===== config.mk =====
export PLATFORM = sky130hd
export DESIGN_NAME = json_byte_tokenizer
export DESIGN_NICKNAME = d
export VERILOG_FILES = /design/src/rtl/jbt_pkg.sv /design/src/rtl/jbt_core.sv /design/src/rtl/jbt_fifo.sv /design/src/rtl/json_byte_tokenizer.sv
export SDC_FILE = /design/constraint.sdc
export NUM_CORES = 1
export LEC_CHECK = 0
export ABC_AREA = 1
export BUFFER_PORTS_ARGS = -buffer_cell sky130_fd_sc_hd__buf_2
export CORE_AREA = 2 2 205 308
export CTS_CLUSTER_SIZE = 28
export DETAILED_ROUTE_END_ITERATION = 16
export DIE_AREA = 0 0 207 310
export PLACE_DENSITY = 0.53
export SYNTH_ARGS = -nofsm -noshare
export SYNTH_HDL_FRONTEND = slang
export SYNTH_HIERARCHICAL = 1
export SYNTH_SLANG_ARGS = --single-unit

===== constraint.sdc =====
create_clock -name clk_i -period 17.2 [get_ports clk_i]
set_input_delay 1.72 -clock clk_i [delete_from_list [all_inputs] [get_ports clk_i]]
set_output_delay 1.72 -clock clk_i [all_outputs]
set_load 0.01 [all_outputs]

===== src/rtl/jbt_pkg.sv =====
// Package for the JSON byte tokenizer: result record, token kinds, error codes,
// lexer modes, byte constants and the keyword tables.
// No dependencies.
package jbt_pkg;

  typedef enum logic [3:0] {
    KIND_OBJ_OPEN  = 4'd0,
    KIND_OBJ_CLOSE = 4'd1,
    KIND_ARR_OPEN  = 4'd2,
    KIND_ARR_CLOSE = 4'd3,
    KIND_COLON     = 4'd4,
    KIND_COMMA     = 4'd5,
    KIND_STRING    = 4'd6,
    KIND_NUMBER    = 4'd7,
    KIND_BOOL      = 4'd8,
    KIND_NULL      = 4'd9,
    KIND_DONE      = 4'd10,
    KIND_ERROR     = 4'd11
  } kind_e;

  typedef enum logic [2:0] {
    ERR_NONE      = 3'd0,
    ERR_UNCLOSED  = 3'd1,
    ERR_BAD_LIT   = 3'd2,
    ERR_UNEXPECT  = 3'd3,
    ERR_TOO_LONG  = 3'd4
  } err_e;

  typedef enum logic [1:0] {
    MODE_IDLE    = 2'd0,
    MODE_STRING  = 2'd1,
    MODE_LITERAL = 2'd2,
    MODE_NUMBER  = 2'd3
  } mode_e;

  localparam int unsigned FieldW  = 16;
  localparam int unsigned MaxPush = 3;

  typedef struct packed {
    kind_e              kind;
    err_e               code;
    logic [FieldW-1:0]  start;
    logic [FieldW-1:0]  len;
    logic               last;
  } result_t;

  // Results produced by one request, in order, slots [0 .. cnt-1] valid.
  typedef struct packed {
    logic [1:0]          cnt;
    result_t [MaxPush-1:0] res;
  } push_t;

  localparam logic [7:0] CH_LBRACE = 8'h7B;
  localparam logic [7:0] CH_RBRACE = 8'h7D;
  localparam logic [7:0] CH_LBRACK = 8'h5B;
  localparam logic [7:0] CH_RBRACK = 8'h5D;
  localparam logic [7:0] CH_COLON  = 8'h3A;
  localparam logic [7:0] CH_COMMA  = 8'h2C;
  localparam logic [7:0] CH_SPACE  = 8'h20;
  localparam logic [7:0] CH_TAB    = 8'h09;
  localparam logic [7:0] CH_LF     = 8'h0A;
  localparam logic [7:0] CH_CR     = 8'h0D;
  localparam logic [7:0] CH_QUOTE  = 8'h22;
  localparam logic [7:0] CH_BSLASH = 8'h5C;
  localparam logic [7:0] CH_MINUS  = 8'h2D;
  localparam logic [7:0] CH_DOT    = 8'h2E;
  localparam logic [7:0] CH_ZERO   = 8'h30;
  localparam logic [7:0] CH_NINE   = 8'h39;
  localparam logic [7:0] CH_T      = 8'h74;
  localparam logic [7:0] CH_F      = 8'h66;
  localparam logic [7:0] CH_N      = 8'h6E;

  localparam logic [1:0] LIT_TRUE  = 2'd0;
  localparam logic [1:0] LIT_FALSE = 2'd1;
  localparam logic [1:0] LIT_NULL  = 2'd2;

  function automatic logic is_num(input logic [7:0] b);
    is_num = (b == CH_MINUS) || (b == CH_DOT) || ((b >= CH_ZERO) && (b <= CH_NINE));
  endfunction

  function automatic logic [2:0] lit_len(input logic [1:0] sel);
    lit_len = (sel == LIT_FALSE) ? 3'd5 : 3'd4;
  endfunction

  function automatic kind_e lit_kind(input logic [1:0] sel);
    lit_kind = (sel == LIT_TRUE || sel == LIT_FALSE) ? KIND_BOOL : KIND_NULL;
  endfunction

  // Expected character of a keyword at a position; 0 past the end.
  function automatic logic [7:0] lit_char(input logic [1:0] sel, input logic [2:0] pos);
    logic [39:0] txt;
    txt = '0;
    unique case (sel)
      LIT_TRUE:  txt = {8'h74, 8'h72, 8'h75, 8'h65, 8'h00};
      LIT_FALSE: txt = {8'h66, 8'h61, 8'h6C, 8'h73, 8'h65};
      default:   txt = {8'h6E, 8'h75, 8'h6C, 8'h6C, 8'h00};
    endcase
    unique case (pos)
      3'd0:    lit_char = txt[39:32];
      3'd1:    lit_char = txt[31:24];
      3'd2:    lit_char = txt[23:16];
      3'd3:    lit_char = txt[15:8];
      3'd4:    lit_char = txt[7:0];
      default: lit_char = 8'h00;
    endcase
  endfunction

  function automatic result_t mk_res(input kind_e kind, input err_e code,
                                     input logic [FieldW-1:0] start,
                                     input logic [FieldW-1:0] len, input logic last);
    mk_res.kind  = kind;
    mk_res.code  = code;
    mk_res.start = start;
    mk_res.len   = len;
    mk_res.last  = last;
  endfunction

endpackage


===== src/rtl/jbt_core.sv =====
// Lexer state and per-byte decode: turns one accepted byte into up to three results.
// Depends on jbt_pkg.
module jbt_core #(
  parameter int unsigned MAX_MESSAGE_BYTES = 65536
) (
  input  logic           clk_i,
  input  logic           rst_ni,
  input  logic           fire_i,
  input  logic [7:0]     data_byte_i,
  input  logic           end_of_message_i,
  output jbt_pkg::push_t push_o
);
  import jbt_pkg::*;

  localparam int unsigned PosW = $clog2(MAX_MESSAGE_BYTES + 1);
  localparam logic [PosW-1:0] MaxPos = PosW'(MAX_MESSAGE_BYTES);

  mode_e           mode_q, mode_d;
  logic            esc_q, esc_d;
  logic [1:0]      lsel_q, lsel_d;
  logic [2:0]      lpos_q, lpos_d;
  logic [PosW-1:0] pos_q, pos_d;
  logic [PosW-1:0] begin_q, begin_d;
  logic            drop_q, drop_d;

  always_comb begin
    logic [1:0]      n;
    result_t [MaxPush-1:0] res;
    err_e            err;
    logic [PosW-1:0] err_start;
    logic [PosW-1:0] pos_nx;
    logic [2:0]      lpos_nx;
    logic            clear;

    mode_d    = mode_q;
    esc_d     = esc_q;
    lsel_d    = lsel_q;
    lpos_d    = lpos_q;
    pos_d     = pos_q;
    begin_d   = begin_q;
    drop_d    = drop_q;
    n         = 2'd0;
    res       = '0;
    err       = ERR_NONE;
    err_start = '0;
    pos_nx    = pos_q + PosW'(1);
    lpos_nx   = lpos_q + 3'd1;
    clear     = 1'b0;

    if (fire_i) begin
      if (drop_q) begin
        clear = end_of_message_i;
      end else begin
        if (pos_q >= MaxPos) begin
          err       = ERR_TOO_LONG;
          err_start = pos_q;
        end else begin
          unique case (mode_q)
            MODE_STRING: begin
              if (esc_q) begin
                esc_d = 1'b0;
              end else if (data_byte_i == CH_BSLASH) begin
                esc_d = 1'b1;
              end else if (data_byte_i == CH_QUOTE) begin
                res[n] = mk_res(KIND_STRING, ERR_NONE, FieldW'(begin_q),
                                FieldW'(pos_nx - begin_q), 1'b0);
                n      = n + 2'd1;
                mode_d = MODE_IDLE;
              end
            end
            MODE_LITERAL: begin
              if ((lpos_q < lit_len(lsel_q)) &&
                  (data_byte_i == lit_char(lsel_q, lpos_q))) begin
                lpos_d = lpos_nx;
                if (lpos_nx == lit_len(lsel_q)) begin
                  res[n] = mk_res(lit_kind(lsel_q), ERR_NONE, FieldW'(begin_q),
                                  FieldW'(lit_len(lsel_q)), 1'b0);
                  n      = n + 2'd1;
                  mode_d = MODE_IDLE;
                  lpos_d = 3'd0;
                end
              end else begin
                err       = ERR_BAD_LIT;
                err_start = begin_q;
              end
            end
            default: begin
              // A number closes on the first byte outside its set; that byte
              // is then decoded as if between tokens.
              if (mode_q == MODE_NUMBER && !is_num(data_byte_i)) begin
                res[n] = mk_res(KIND_NUMBER, ERR_NONE, FieldW'(begin_q),
                                FieldW'(pos_q - begin_q), 1'b0);
                n      = n + 2'd1;
                mode_d = MODE_IDLE;
              end
              if (mode_d == MODE_IDLE) begin
                priority case (data_byte_i)
                  CH_LBRACE, CH_RBRACE, CH_LBRACK, CH_RBRACK, CH_COLON, CH_COMMA: begin
                    priority case (data_byte_i)
                      CH_LBRACE: res[n] = mk_res(KIND_OBJ_OPEN, ERR_NONE, FieldW'(pos_q),
                                                 FieldW'(1), 1'b0);
                      CH_RBRACE: res[n] = mk_res(KIND_OBJ_CLOSE, ERR_NONE, FieldW'(pos_q),
                                                 FieldW'(1), 1'b0);
                      CH_LBRACK: res[n] = mk_res(KIND_ARR_OPEN, ERR_NONE, FieldW'(pos_q),
                                                 FieldW'(1), 1'b0);
                      CH_RBRACK: res[n] = mk_res(KIND_ARR_CLOSE, ERR_NONE, FieldW'(pos_q),
                                                 FieldW'(1), 1'b0);
                      CH_COLON:  res[n] = mk_res(KIND_COLON, ERR_NONE, FieldW'(pos_q),
                                                 FieldW'(1), 1'b0);
                      default:   res[n] = mk_res(KIND_COMMA, ERR_NONE, FieldW'(pos_q),
                                                 FieldW'(1), 1'b0);
                    endcase
                    n = n + 2'd1;
                  end
                  CH_SPACE, CH_TAB, CH_LF, CH_CR: ;
                  CH_QUOTE: begin
                    mode_d  = MODE_STRING;
                    esc_d   = 1'b0;
                    begin_d = pos_q;
                  end
                  CH_T, CH_F, CH_N: begin
                    mode_d  = MODE_LITERAL;
                    lsel_d  = (data_byte_i == CH_T) ? LIT_TRUE :
                              (data_byte_i == CH_F) ? LIT_FALSE : LIT_NULL;
                    lpos_d  = 3'd1;
                    begin_d = pos_q;
                  end
                  default: begin
                    if (is_num(data_byte_i)) begin
                      mode_d  = MODE_NUMBER;
                      begin_d = pos_q;
                    end else begin
                      err       = ERR_UNEXPECT;
                      err_start = pos_q;
                    end
                  end
                endcase
              end
            end
          endcase
        end

        if (err != ERR_NONE) begin
          res[n] = mk_res(KIND_ERROR, err, FieldW'(err_start), '0, 1'b1);
          n      = n + 2'd1;
          if (end_of_message_i) clear = 1'b1;
          else                  drop_d = 1'b1;
        end else begin
          pos_d = pos_nx;
          if (end_of_message_i) begin
            unique case (mode_d)
              MODE_NUMBER: begin
                res[n] = mk_res(KIND_NUMBER, ERR_NONE, FieldW'(begin_d),
                                FieldW'(pos_nx - begin_d), 1'b0);
                n      = n + 2'd1;
                res[n] = mk_res(KIND_DONE, ERR_NONE, FieldW'(pos_nx), '0, 1'b1);
              end
              MODE_STRING:
                res[n] = mk_res(KIND_ERROR, ERR_UNCLOSED, FieldW'(begin_d), '0, 1'b1);
              MODE_LITERAL:
                res[n] = mk_res(KIND_ERROR, ERR_BAD_LIT, FieldW'(begin_d), '0, 1'b1);
              default:
                res[n] = mk_res(KIND_DONE, ERR_NONE, FieldW'(pos_nx), '0, 1'b1);
            endcase
            n     = n + 2'd1;
            clear = 1'b1;
          end
        end
      end
    end

    if (clear) begin
      mode_d  = MODE_IDLE;
      esc_d   = 1'b0;
      lsel_d  = 2'd0;
      lpos_d  = 3'd0;
      pos_d   = '0;
      begin_d = '0;
      drop_d  = 1'b0;
    end

    push_o.cnt = n;
    push_o.res = res;
  end

  always_ff @(posedge clk_i or negedge rst_ni) begin
    if (!rst_ni) begin
      mode_q  <= MODE_IDLE;
      esc_q   <= 1'b0;
      lsel_q  <= 2'd0;
      lpos_q  <= 3'd0;
      pos_q   <= '0;
      begin_q <= '0;
      drop_q  <= 1'b0;
    end else begin
      mode_q  <= mode_d;
      esc_q   <= esc_d;
      lsel_q  <= lsel_d;
      lpos_q  <= lpos_d;
      pos_q   <= pos_d;
      begin_q <= begin_d;
      drop_q  <= drop_d;
    end
  end

endmodule


===== src/rtl/jbt_fifo.sv =====
// Four-entry result queue: takes up to three results per cycle, hands out one.
// Depends on jbt_pkg.
module jbt_fifo (
  input  logic             clk_i,
  input  logic             rst_ni,
  input  jbt_pkg::push_t   push_i,
  output logic             room_o,
  output logic             valid_o,
  input  logic             ready_i,
  output jbt_pkg::result_t data_o
);
  import jbt_pkg::*;

  localparam int unsigned Depth = 4;

  result_t    mem_q [Depth];
  logic [1:0] wr_q, wr_d;
  logic [1:0] rd_q, rd_d;
  logic [2:0] cnt_q, cnt_d;
  logic       pop;

  assign valid_o = (cnt_q != 3'd0);
  assign data_o  = mem_q[rd_q];
  assign pop     = valid_o && ready_i;
  // Room for a worst-case request regardless of what leaves this cycle.
  assign room_o  = (cnt_q <= 3'(Depth - MaxPush));

  always_comb begin
    wr_d  = wr_q + push_i.cnt;
    rd_d  = rd_q + {1'b0, pop};
    cnt_d = cnt_q + {1'b0, push_i.cnt} - {2'b0, pop};
  end

  always_ff @(posedge clk_i) begin
    for (int i = 0; i < MaxPush; i++) begin
      if (2'(i) < push_i.cnt) mem_q[wr_q + 2'(i)] <= push_i.res[i];
    end
  end

  always_ff @(posedge clk_i or negedge rst_ni) begin
    if (!rst_ni) begin
      wr_q  <= 2'd0;
      rd_q  <= 2'd0;
      cnt_q <= 3'd0;
    end else begin
      wr_q  <= wr_d;
      rd_q  <= rd_d;
      cnt_q <= cnt_d;
    end
  end

endmodule


===== src/rtl/json_byte_tokenizer.sv =====
// Top level of the streaming JSON byte tokenizer.
// Depends on jbt_pkg, jbt_core and jbt_fifo.
//
// Usage:
//   Input channel (in_valid_i / in_ready_o) carries one byte of JSON text per
//   request, with end_of_message_i set on the final byte of a message.
//   Output channel (out_valid_o / out_ready_i) carries one token record per
//   request: kind, error code, start offset, length and the last-of-message
//   flag that marks the done or error record closing a message.
//   The records of an accepted byte are written into the result queue, the one
//   register stage, and reach the output behind any older records.
//   Throughput: one byte per cycle while bytes yield at most one record each and
//   the receiver is ready. A byte can yield up to three records (number close,
//   punctuation, done); the output drains one per cycle, so the input pauses
//   for the extra ones. in_ready_o is high while the four-entry queue has room
//   for three records. Reset clears the lexer to between tokens at offset zero
//   and empties the queue. When the receiver stalls, records hold in the queue
//   and the input stops once the queue lacks room for a worst-case byte.
//   After an error, bytes are taken and dropped until the end of the message.
module json_byte_tokenizer #(
  parameter int unsigned MAX_MESSAGE_BYTES = 65536
) (
  input  logic        clk_i,
  input  logic        rst_ni,
  input  logic        in_valid_i,
  output logic        in_ready_o,
  input  logic [7:0]  data_byte_i,
  input  logic        end_of_message_i,
  output logic        out_valid_o,
  input  logic        out_ready_i,
  output logic [3:0]  token_kind_o,
  output logic [2:0]  error_code_o,
  output logic [15:0] token_start_o,
  output logic [15:0] token_length_o,
  output logic        last_of_message_o
);
  import jbt_pkg::*;

  push_t   push;
  result_t head;
  logic    room;
  logic    fire;

  // Take a byte only when the queue can absorb everything it may produce.
  assign in_ready_o = room;
  assign fire       = in_valid_i && room;

  jbt_core #(
    .MAX_MESSAGE_BYTES(MAX_MESSAGE_BYTES)
  ) u_core (
    .clk_i           (clk_i),
    .rst_ni          (rst_ni),
    .fire_i          (fire),
    .data_byte_i     (data_byte_i),
    .end_of_message_i(end_of_message_i),
    .push_o          (push)
  );

  jbt_fifo u_fifo (
    .clk_i  (clk_i),
    .rst_ni (rst_ni),
    .push_i (push),
    .room_o (room),
    .valid_o(out_valid_o),
    .ready_i(out_ready_i),
    .data_o (head)
  );

  assign token_kind_o      = head.kind;
  assign error_code_o      = head.code;
  assign token_start_o     = head.start;
  assign token_length_o    = head.len;
  assign last_of_message_o = head.last;

endmodule

* Yosys cells after proc, flatten, opt, wreduce, memory -nomap -nowiden
Memories as Yosys holds them, arrays and structs flattened.
Index checks and enable logic that the tools add are counted.
** Storage, ports and cells
- Logic and storage cells :: 276
- Input port bits :: 13
- Register bits after elaboration :: 50
- Memories :: 1
- Memory bits (writable) :: 160
** Memories
- u_fifo.mem_q :: words 4, bits a word 40, rd ports 1, clocked after Yosys merged registers in 0, wr ports 3, RTL line jbt_fifo.sv:16 : result_t mem_q [Depth];
** Cells by class
- Reductions and logical operators :: 35
- Muxes and demuxes :: 165
- Add/sub/neg operators :: 14
- Equal/unequal tests :: 37
- $lt $le $gt $ge :: 14
** Operator list (number)
- $bwmux 120 :: 12
- $mux 120 :: 9
- $pmux 120 s5 :: 1
- $mux 40 :: 11
- $pmux 120 s3 :: 1
- $demux 40 s2 :: 3
- $mux 17 :: 13
- $mux 16 :: 7
- $mux 2 :: 50
- $mux 80 :: 1
- $pmux 40 s2 :: 1
- $mux 39 :: 2
- $pmux 37 s2 :: 1
- $eq 8x7->1 const B :: 8
- $eq 8x6->1 const B :: 6
- $sub 16x16->16 :: 3
- $pmux 8 s5 :: 1
- $mux 3 :: 13
- $pmux 17 s2 :: 1
- $mux 8 :: 4
- $pmux 16 s2 :: 1
- $mux 1 :: 27
- $eq 8x4->1 const B :: 3
- $reduce_bool 3->1 :: 6
- 47 further kinds :: 80

* Logic depth before layout (Yosys ltp)
Gate-level depths: netlist of the first run.
- Depth after elaboration :: 31
- Gate-level depth with buffers :: 32

* Hierarchy
The synthesis of the first run kept the hierarchy.
** By module, submodules not included
- jbt_core :: cells each 2021, times used 1, area an instance 10791.6 um2, seq. area each 1051.0 um2
- jbt_fifo :: cells each 1465, times used 1, area an instance 10608.9 um2, seq. area each 4979.8 um2
- json_byte_tokenizer :: cells each 2, times used 1, area an instance 7.5 um2, seq. area each 0.0 um2

* Worst setup path after synthesis of the first run
OpenSTA, ideal clock, no wires.
- Path kind :: input -> register
- From :: input port data_byte_i[7]
- To :: memory u_fifo/mem_q[3][0] (netlist bit) (enable)
- Arrival time :: 6.726 ns
- Stages on the path :: 23
- Path slack :: 10.032 ns
- Setup time :: 0.442 ns
- Cell sequence :: inv_1 > nand2_1 > nor2_1 > o211ai_1 > nand3_2 > buf_4 > clkbuf_1 > inv_1 > ha_1 > a21oi_1 > inv_1 > nand3_1 > inv_1 > ha_1 > inv_1 > nand2_1 > nand3_1 > a31oi_1 > buf_2 > buf_4 > buf_2 > a21oi_1 > o21ai_1
** RTL lines
- from (decl) :: RTL line json_byte_tokenizer.sv:27 : input logic [7:0] data_byte_i,
- to (decl) :: RTL line jbt_fifo.sv:16

==> results_dict.tcl, run 1 <==
set metrics [dict create \
    drc 0 \
    maxSlewViolCount 0 \
    wl_um 99320 \
    cts_resized 0 \
    hold_viol 0 \
    final_cells 4214 \
    htree_levels 1 \
    grt_overflow 0 \
    critPathSlowestCell "inv_2" \
    place_inst 4169 \
    p_leak_nw 10.64 \
    synth_top_area_share_pct 22.44 \
    cts_inserted_buffers 25 \
    cts_sinks 209 \
    cp.arrival_ps 7970 \
    path_clk_slew_ps 70 \
    tightest_slew_ps 1024 \
    rr_worst_depth 20 \
    dp_slack_ps 9271 \
    syn2layout_area_growth_pct 6.972 \
    critPathBufInv 9 \
    max_stage_delay_ps 830 \
    num-nets-final 3480 \
    fp.dieW_um 207 \
    wl_per_cell_um 23.57 \
    std_cell_rows 112 \
    ctsHoldBuffers 0 \
    synth-edff-count 160 \
    dieArea_mm2 0.06417 \
    yosys_warnings 6 \
    path_delay_family "buffers and inverters" \
    hpwlAfterDp_um 69360 \
    vias 24120 \
    ir_drop_uv 117.6 \
    grt_usage_pct 30.19 \
    first_pass_iters 6 \
    start_util_pct 34.72 \
    grt_pass1_wl_um 147900 \
    rr_startpoint "u_core/mode_q[0]$_DFFE_PN0P_" \
    synth_top_cell_by_area "edfxtp_1" \
    insertion_delay_ps 560 \
    core_area_mm2 0.06166 \
    path_cells "inv_1, ha_1, buf_4, inv_1, nor2_1, nand2_2, inv_2, nand2_1, nand3_4, clkinv_4, nand2_2, o221ai_1, a31oi_4, buf_4, buf_4, nand4_2, buf_4, inv_2, nand2_1, nand2_1" \
    postSynth.asyncResetShare_pct 23.44 \
    ys_seq_elements 209 \
    r2r_end "u_fifo/mem_q[3][15]$_DFFE_PP_" \
    final-setup-viol-count 0 \
    skew_ps 16.12 \
    syn_area_mm2 0.02141 \
    vias_per_cell 5.724 \
    cp.required_ps 17630 \
    crit_type "flop to flop" \
    hold_start "u_fifo/rd_q[1]$_DFF_PN0_" \
    yosysSeqAreaShare_pct 28.17 \
    reg2reg_slack_ps 9660 \
    drv_cap 0 \
    syn_nets 3570 \
    ant_nets 0 \
    holdPathEnd "u_fifo/rd_q[1]$_DFF_PN0_" \
    synth_ff_type "edfxtp_1" \
    hp-class "flop to flop" \
    period_share_pct 43.85 \
    drive_gt1_share_pct 6.530 \
    holdPathStages 2 \
    syn_area_per_cell_um2 6.138 \
    timing.final.ws_setup_ps 9658 \
    io_buffers 54 \
    fin_tns_setup_ps 0 \
    io_pins 55 \
    cp-start-kind "flop" \
    cts_buffer_depth 3 \
    max-slew-margin-rel_pct 31.65 \
    outcome "completed" \
    min_period_ps 7542 \
    netlist_top_cells_area "edfxtp_1 22%, nand2_1 18%, o21ai_0 8.3%" \
    place_congestion 1.027 \
    crit_path_end_kind "flop" \
    fmax_mhz 132.6 \
    post_cts_buffers 0 \
    ys_types 54 \
    finish.utilization_pct 37.14 \
    synthCells 3488 \
    rsz0062_at_grt "false" \
    cts_root_buf "clkbuf_16" \
    cp_common_cell "buf_4" \
    grt_pass1_vias 22650 \
    die_h_um 310 \
    power_density_mw_per_mm2 211.5 \
    crit_path_max_fanout 71 \
    grt_max_degree 82 \
    cts_tree "yes" \
    antenna_found_initial 2 \
    drt_iter0_markers 2687 \
]
-- per-stage QoR --
| stage | total power (W) | hold WS [ps] | instance area (um^2) |
|---|---|---|---|
| final | 0.004842 | 494.6 | 22900 |
| after global routing | 0.005209 | 521.7 | 22900 |
| after CTS | 0.004761 | 500.6 | 22900 |
| after detailed placement | 0.004223 | 486.1 | 22120 |
| after global placement | 0.004223 | 475.2 | 22120 |
| after floorplan | 0.003087 | 461.7 | 21410 |
-- layout make-up --
| type | count | area (um^2) |
|---|---|---|
| fill | 6797 | 38760 |
| clock buffer | 29 | 640.6 |
| sequential | 209 | 6033 |
| antenna | 1 | 2.502 |
| timing repair buffer | 99 | 608.1 |
| multi-input combinational | 2737 | 13250 |
| clock inverter | 15 | 140.1 |
| inverter | 326 | 1231 |
| tap | 798 | 998.5 |
-- worst max path at each step --
stage                                            start                            end  slack (ps)  depth (start not counted)
after global placement                  data_byte_i[1]   u_fifo/mem_q[2][3]$_DFFE_PP_        9330                         23
after floorplan                         data_byte_i[7]   u_fifo/mem_q[3][0]$_DFFE_PP_       10030                         23
after CTS                               data_byte_i[2]  u_fifo/mem_q[2][37]$_DFFE_PP_        9820                         23
final                     u_core/mode_q[0]$_DFFE_PN0P_  u_fifo/mem_q[3][15]$_DFFE_PP_        9660                         20
after detailed placement                data_byte_i[2]  u_fifo/mem_q[2][37]$_DFFE_PP_        9270                         23
after global routing      u_core/mode_q[0]$_DFFE_PN0P_  u_fifo/mem_q[2][14]$_DFFE_PP_        9310                         21
-- cells by family (layout without fill, tap and decap cells) --
group	Yosys count	count (layout)	synth area share, %
flops	209	209	28.17
other cells	1	2	0.01752
xor+xnor	34	34	1.391
compound gates	649	649	16.28
fa+ha+maj	69	69	4.173
simple gates	1984	1984	39.73
buf+inv	542	469	10.24
-- power by group --
part | switching, W | leakage [nW] | internal (W) | total [W]
Clock | 0.000232 | 0.379 | 0.000297 | 0.000529
Sequential | 0.0000959 | 2.15 | 0.000664 | 0.000760
Combinational | 0.00261 | 8.11 | 0.000946 | 0.00355
Total | 0.00294 | 10.6 | 0.00191 | 0.00484
-- layout by cell type (no fill, tap or decap), types with 8 or more instances in the layout --
master,n
buf_4,45
a31oi_1,42
clkbuf_16,25
nand3_1,350
nor2_4,18
xor2_1,21
xnor2_1,13
inv_1,291
nor2_1,398
nand4_1,109
o22ai_1,43
o21ai_0,355
o21ai_1,15
clkinv_1,14
inv_2,24
nand2_2,8
nor3_1,34
a21oi_1,149
dfrtp_1,47
ha_1,65
nand2_1,1036
buf_2,54
edfxtp_1,160
-- flip-flops by register name, summed over array words and instances (netlist names) --
| signal | cells |
|---|---|
| u_core/begin_q | 16 |
| u_core/lsel_q | 2 |
| u_core/esc_q | 1 |
| u_fifo/rd_q | 2 |
| u_fifo/wr_q | 2 |
| u_core/lpos_q | 3 |
| u_fifo/mem_q | 160 |
| u_core/mode_q | 2 |
| u_fifo/cnt_q | 3 |
| u_core/drop_q | 1 |
| u_core/pos_q | 17 |
-- routing by layer --
metal	part of all wire, %	wire, um	global-route usage, %
met1	37	36650	34.25
met2	47	46750	51.74
met3	7.7	7683	4.956
met4	8.3	8223	21.54
met5	0.013	13	0
-- synth_stat cells (16+ instances only) --
cell type	instances
clkbuf_1	106
nor3_1	34
a21oi_1	149
nand3_1	353
nand2_1	1036
nand4_1	109
nor2_1	399
xor2_1	21
ha_1	65
buf_2	77
inv_2	22
buf_1	20
o22ai_1	43
a31oi_1	43
nor2_4	16
o21ai_0	355
inv_1	293
edfxtp_1	160
dfrtp_1	49
o21ai_1	16
-- worst register-to-register path, stage by stage (launching register included) --
cell and delay (ps):
dfrtp_1 500, inv_1 130, ha_1 300, buf_4 270, inv_1 390, nor2_1 540
nand2_2 150, inv_2 310, nand2_1 250, nand3_4 450, clkinv_4 340, nand2_2 400
o221ai_1 230, a31oi_4 200, buf_4 550, buf_4 730, nand4_2 210, buf_4 370
inv_2 880, nand2_1 130, nand2_1 100
No activity file was read; power rests on OpenSTA's default activity.
==> run 2: changes to the inputs <==
--- a/config.mk
+++ b/config.mk
@@ -5,13 +5,13 @@
 export SDC_FILE = /design/constraint.sdc
 export NUM_CORES = 1
 export LEC_CHECK = 0
-export ABC_AREA = 1
+export ABC_AREA = 0
 export BUFFER_PORTS_ARGS = -buffer_cell sky130_fd_sc_hd__buf_2
-export CORE_AREA = 2 2 205 308
+export CORE_AREA = 2 2 193 289
 export CTS_CLUSTER_SIZE = 28
 export DETAILED_ROUTE_END_ITERATION = 16
-export DIE_AREA = 0 0 207 310
-export PLACE_DENSITY = 0.53
+export DIE_AREA = 0 0 195 291
+export PLACE_DENSITY = 0.52
 export SYNTH_ARGS = -nofsm -noshare
 export SYNTH_HDL_FRONTEND = slang
 export SYNTH_HIERARCHICAL = 1
==> constraint.sdc (replaced) <==
create_clock -name clk_i -period 7.2 [get_ports clk_i]
set_input_delay 0.72 -clock clk_i [delete_from_list [all_inputs] [get_ports clk_i]]
set_output_delay 0.72 -clock clk_i [all_outputs]
set_load 0.01 [all_outputs]
==> run 2 against run 1 <==
Effect of this change:
- final cell count decreased by 28%
- utilization rose by 1.3 points
- sequential power rose by 99%
- synthesized cell count down 34%
- register-to-register slack worse by 8900 ps
- sequential share of layout area grew 2.5 points
- count of clock-buffer cells in the layout fell by 1
- clock power grew to 2.5 times the previous value
- wire length is 14% lower
- maximum frequency grew 17%
- cell area is 8.7% lower
- first-iteration DRC count fell by 17%
- critical endpoint is now u_fifo/mem_q[1][16]$_DFFE_PP_
- largest cell class unchanged
- largest power group unchanged
- highest routed layer is now met4
==> results_dict.tcl, run 2 <==
set metrics [dict create \
    start_util_pct 34.55 \
    use_met3_pct 4.461 \
    cts_root_buf "clkbuf_16" \
    cp.arrival_ps 6830 \
    postSynth.asyncResetShare_pct 23.44 \
    wl_per_cell_um 28.32 \
    combPwrFrac_pct 42.7 \
    num-nets-final 2396 \
    synth_top_area_share_pct 25.57 \
    cts_tree "yes" \
    path_cells "inv_1, ha_1, nor2b_1, buf_4, and2_4, o21ai_2, mux2i_1, inv_1, ha_1, nor2b_1, o21a_1, o21ai_0, a21oi_1, a211oi_1, nor2_1, a211o_1, a21oi_1, xnor2_1, o22ai_1, nand2_1, a31oi_1" \
    synth_commonest_cells "427 x nand2_1, 288 x nor2_1, 180 x a31oi_1, 160 x edfxtp_1, 114 x a21oi_1" \
    p_seq_share_pct 30.5 \
    post_cts_buffers 0 \
    clockPowerShare_pct 26.8 \
    critPathSlowestCell "ha_1" \
    ant_nets 0 \
    syn2layout_area_growth_pct 11.25 \
    crit_type "flop to flop" \
    ir_drop_uv 164.3 \
    synth_ff_type "edfxtp_1" \
    die_h_um 291 \
    dieArea_mm2 0.05675 \
    crit_path_max_fanout 19 \
    hold_viol 0 \
    drc 0 \
    synthCells 2316 \
    period_share_pct 89.52 \
    synth-edff-count 160 \
    final-setup-viol-count 0 \
    fmax_mhz 155.2 \
    std_cell_rows 105 \
    ctsHoldBuffers 0 \
    dp_slack_ps 477.9 \
    syn_area_mm2 0.01879 \
    p_leak_nw 7.775 \
    cts_buffer_depth 3 \
    netlist_top_cells_area "edfxtp_1 26%, nand2_1 8.5%, dfrtp_1 6.5%" \
    wl_um 85840 \
    vias_per_cell 6.385 \
    hpwlAfterDp_um 61670 \
    cp-start-kind "flop" \
    mostFrequentLayoutCells "427 x nand2_1, 286 x nor2_1, 180 x a31oi_1, 160 x edfxtp_1, 114 x a21oi_1" \
    grt_overflow 0 \
    yosys_warnings 6 \
    final_common_cell "nand2_1" \
    grt_max_degree 50 \
    ys_types 107 \
    top_regs "u_fifo/mem_q: 160 flops, u_core/pos_q: 17 flops, u_core/begin_q: 16 flops" \
    hp-class "input pin to asynchronous set/reset pin" \
    io_buffers 54 \
    grt_pass1_wl_um 125100 \
    globalRouteMet1Util_pct 34.63 \
    tightest_slew_ps 1372 \
    p_int_w 0.002945 \
    top_usage_layer "met2" \
    p_total_w 0.004965 \
    synth_top_cell_by_area "edfxtp_1" \
    ys_seq_elements 209 \
    whs_ps 309.9 \
    syn_area_per_cell_um2 8.113 \
    outcome "completed" \
    grt_usage_pct 29.59 \
    min_period_ps 6445 \
    yosysSeqAreaShare_pct 32.09 \
    io_pins 55 \
    drv_cap 0 \
    fp.dieW_um 195 \
    core_area_mm2 0.05439 \
    htree_levels 1 \
    cts_inserted_buffers 25 \
    maxSlewViolCount 0 \
    max-slew-margin-rel_pct 7.898 \
    met2_usage_pct 49.04 \
    place_congestion 1.023 \
    synth.most_common_cell "nand2_1" \
    vias 19350 \
    first_pass_iters 6 \
    largest_register_ffs 160 \
    max_stage_delay_ps 790 \
    cts_sinks 209 \
    power_density_mw_per_mm2 237.5 \
    insertion_delay_ps 550 \
    skew_ps 17.51 \
    drive_gt1_share_pct 13.89 \
    swShare_pct 40.69 \
    cts_resized 0 \
    syn_nets 2398 \
    p_switching_w 0.002020 \
    fin_tns_setup_ps 0 \
    n_fill_cell 5546 \
    finish.utilization_pct 38.44 \
    largest_register "u_fifo/mem_q" \
    antenna_found_initial 3 \
    grt_pass1_vias 18600 \
    timing.final.ws_setup_ps 754.6 \
    path_clk_slew_ps 70 \
    crit_path_end_kind "flop" \
    rsz0062_at_grt "false" \
    cp.required_ps 7580 \
    drt_iter0_markers 2232 \
]
[run 2: cell type report]
| type | count | area [um^2] | share of cell area, % |
|---|---|---|---|
| tap | 695 | 869.6 | 4.160 |
| timing repair buffer | 163 | 1251 | 5.985 |
| inverter | 64 | 240.2 | 1.149 |
| multi-input combinational | 1851 | 11660 | 55.79 |
| sequential | 209 | 6033 | 28.86 |
| clock inverter | 18 | 203.9 | 0.9756 |
| clock buffer | 28 | 636.9 | 3.046 |
| antenna | 3 | 7.507 | 0.03591 |
[run 2: cells by family after synthesis]
family                   after synthesis  synth area share [%]
XOR/XNOR                              71                 3.309
multiplexers                          61                 5.959
other                                  1               0.01996
AND/OR/NAND/NOR                      973                 23.26
buffers and inverters                256                 6.253
adder cells (fa/ha/maj)               71                 4.861
AO/OA/AOI/OAI                        674                 24.24
flip-flops                           209                 32.09
[run 2: worst max-delay path: cells and delay by family (launching register included)]
family | cells | cell delay, ps
compound gates | 9 | 2360
fa+ha+maj | 2 | 1130
simple gates | 5 | 770
mux | 1 | 630
buf+inv | 3 | 610
flops | 1 | 580
xor+xnor | 1 | 190
[run 2: final timing paths]
kind	to	from	cells past startpoint	slack, ps
setup / recovery	u_fifo/mem_q[1][16]$_DFFE_PP_	u_core/mode_q[0]$_DFFE_PN0P_	21	750
hold / removal	u_fifo/cnt_q[2]$_DFF_PN0_	rst_ni	2	310
setup reg to reg	u_fifo/mem_q[1][16]$_DFFE_PP_	u_core/mode_q[0]$_DFFE_PN0P_	21	750
hold reg to reg	u_fifo/cnt_q[2]$_DFF_PN0_	u_fifo/cnt_q[2]$_DFF_PN0_	1	530
max in group asynchronous	u_core/begin_q[11]$_DFFE_PN0P_	rst_ni	2	6330
min in group clk_i	u_fifo/rd_q[0]$_DFF_PN0_	out_ready_i	3	460
[run 2: power by group through the flow]
stage                     Clock, W  Sequential, W  Combinational (W)
after floorplan                  0        0.00146            0.00143
after global placement           0        0.00153            0.00210
after detailed placement         0        0.00154            0.00209
after CTS                  0.00136        0.00151            0.00211
after global routing       0.00140        0.00153            0.00226
final                      0.00133        0.00151            0.00212
[run 2: stage by stage]
stage	std cells	area, um^2
floorplan	2316	18800
global placement	2982	20060
detailed placement	2982	20060
CTS	3028	20900
global route	3028	20900
finish	3031	20910
[run 2: layer usage]
metal	vias up	share of wire (%)
met5	-	0
met1	9376	37
met2	1121	47
li1	8531	-
met4	0	9.0
met3	324	7.3
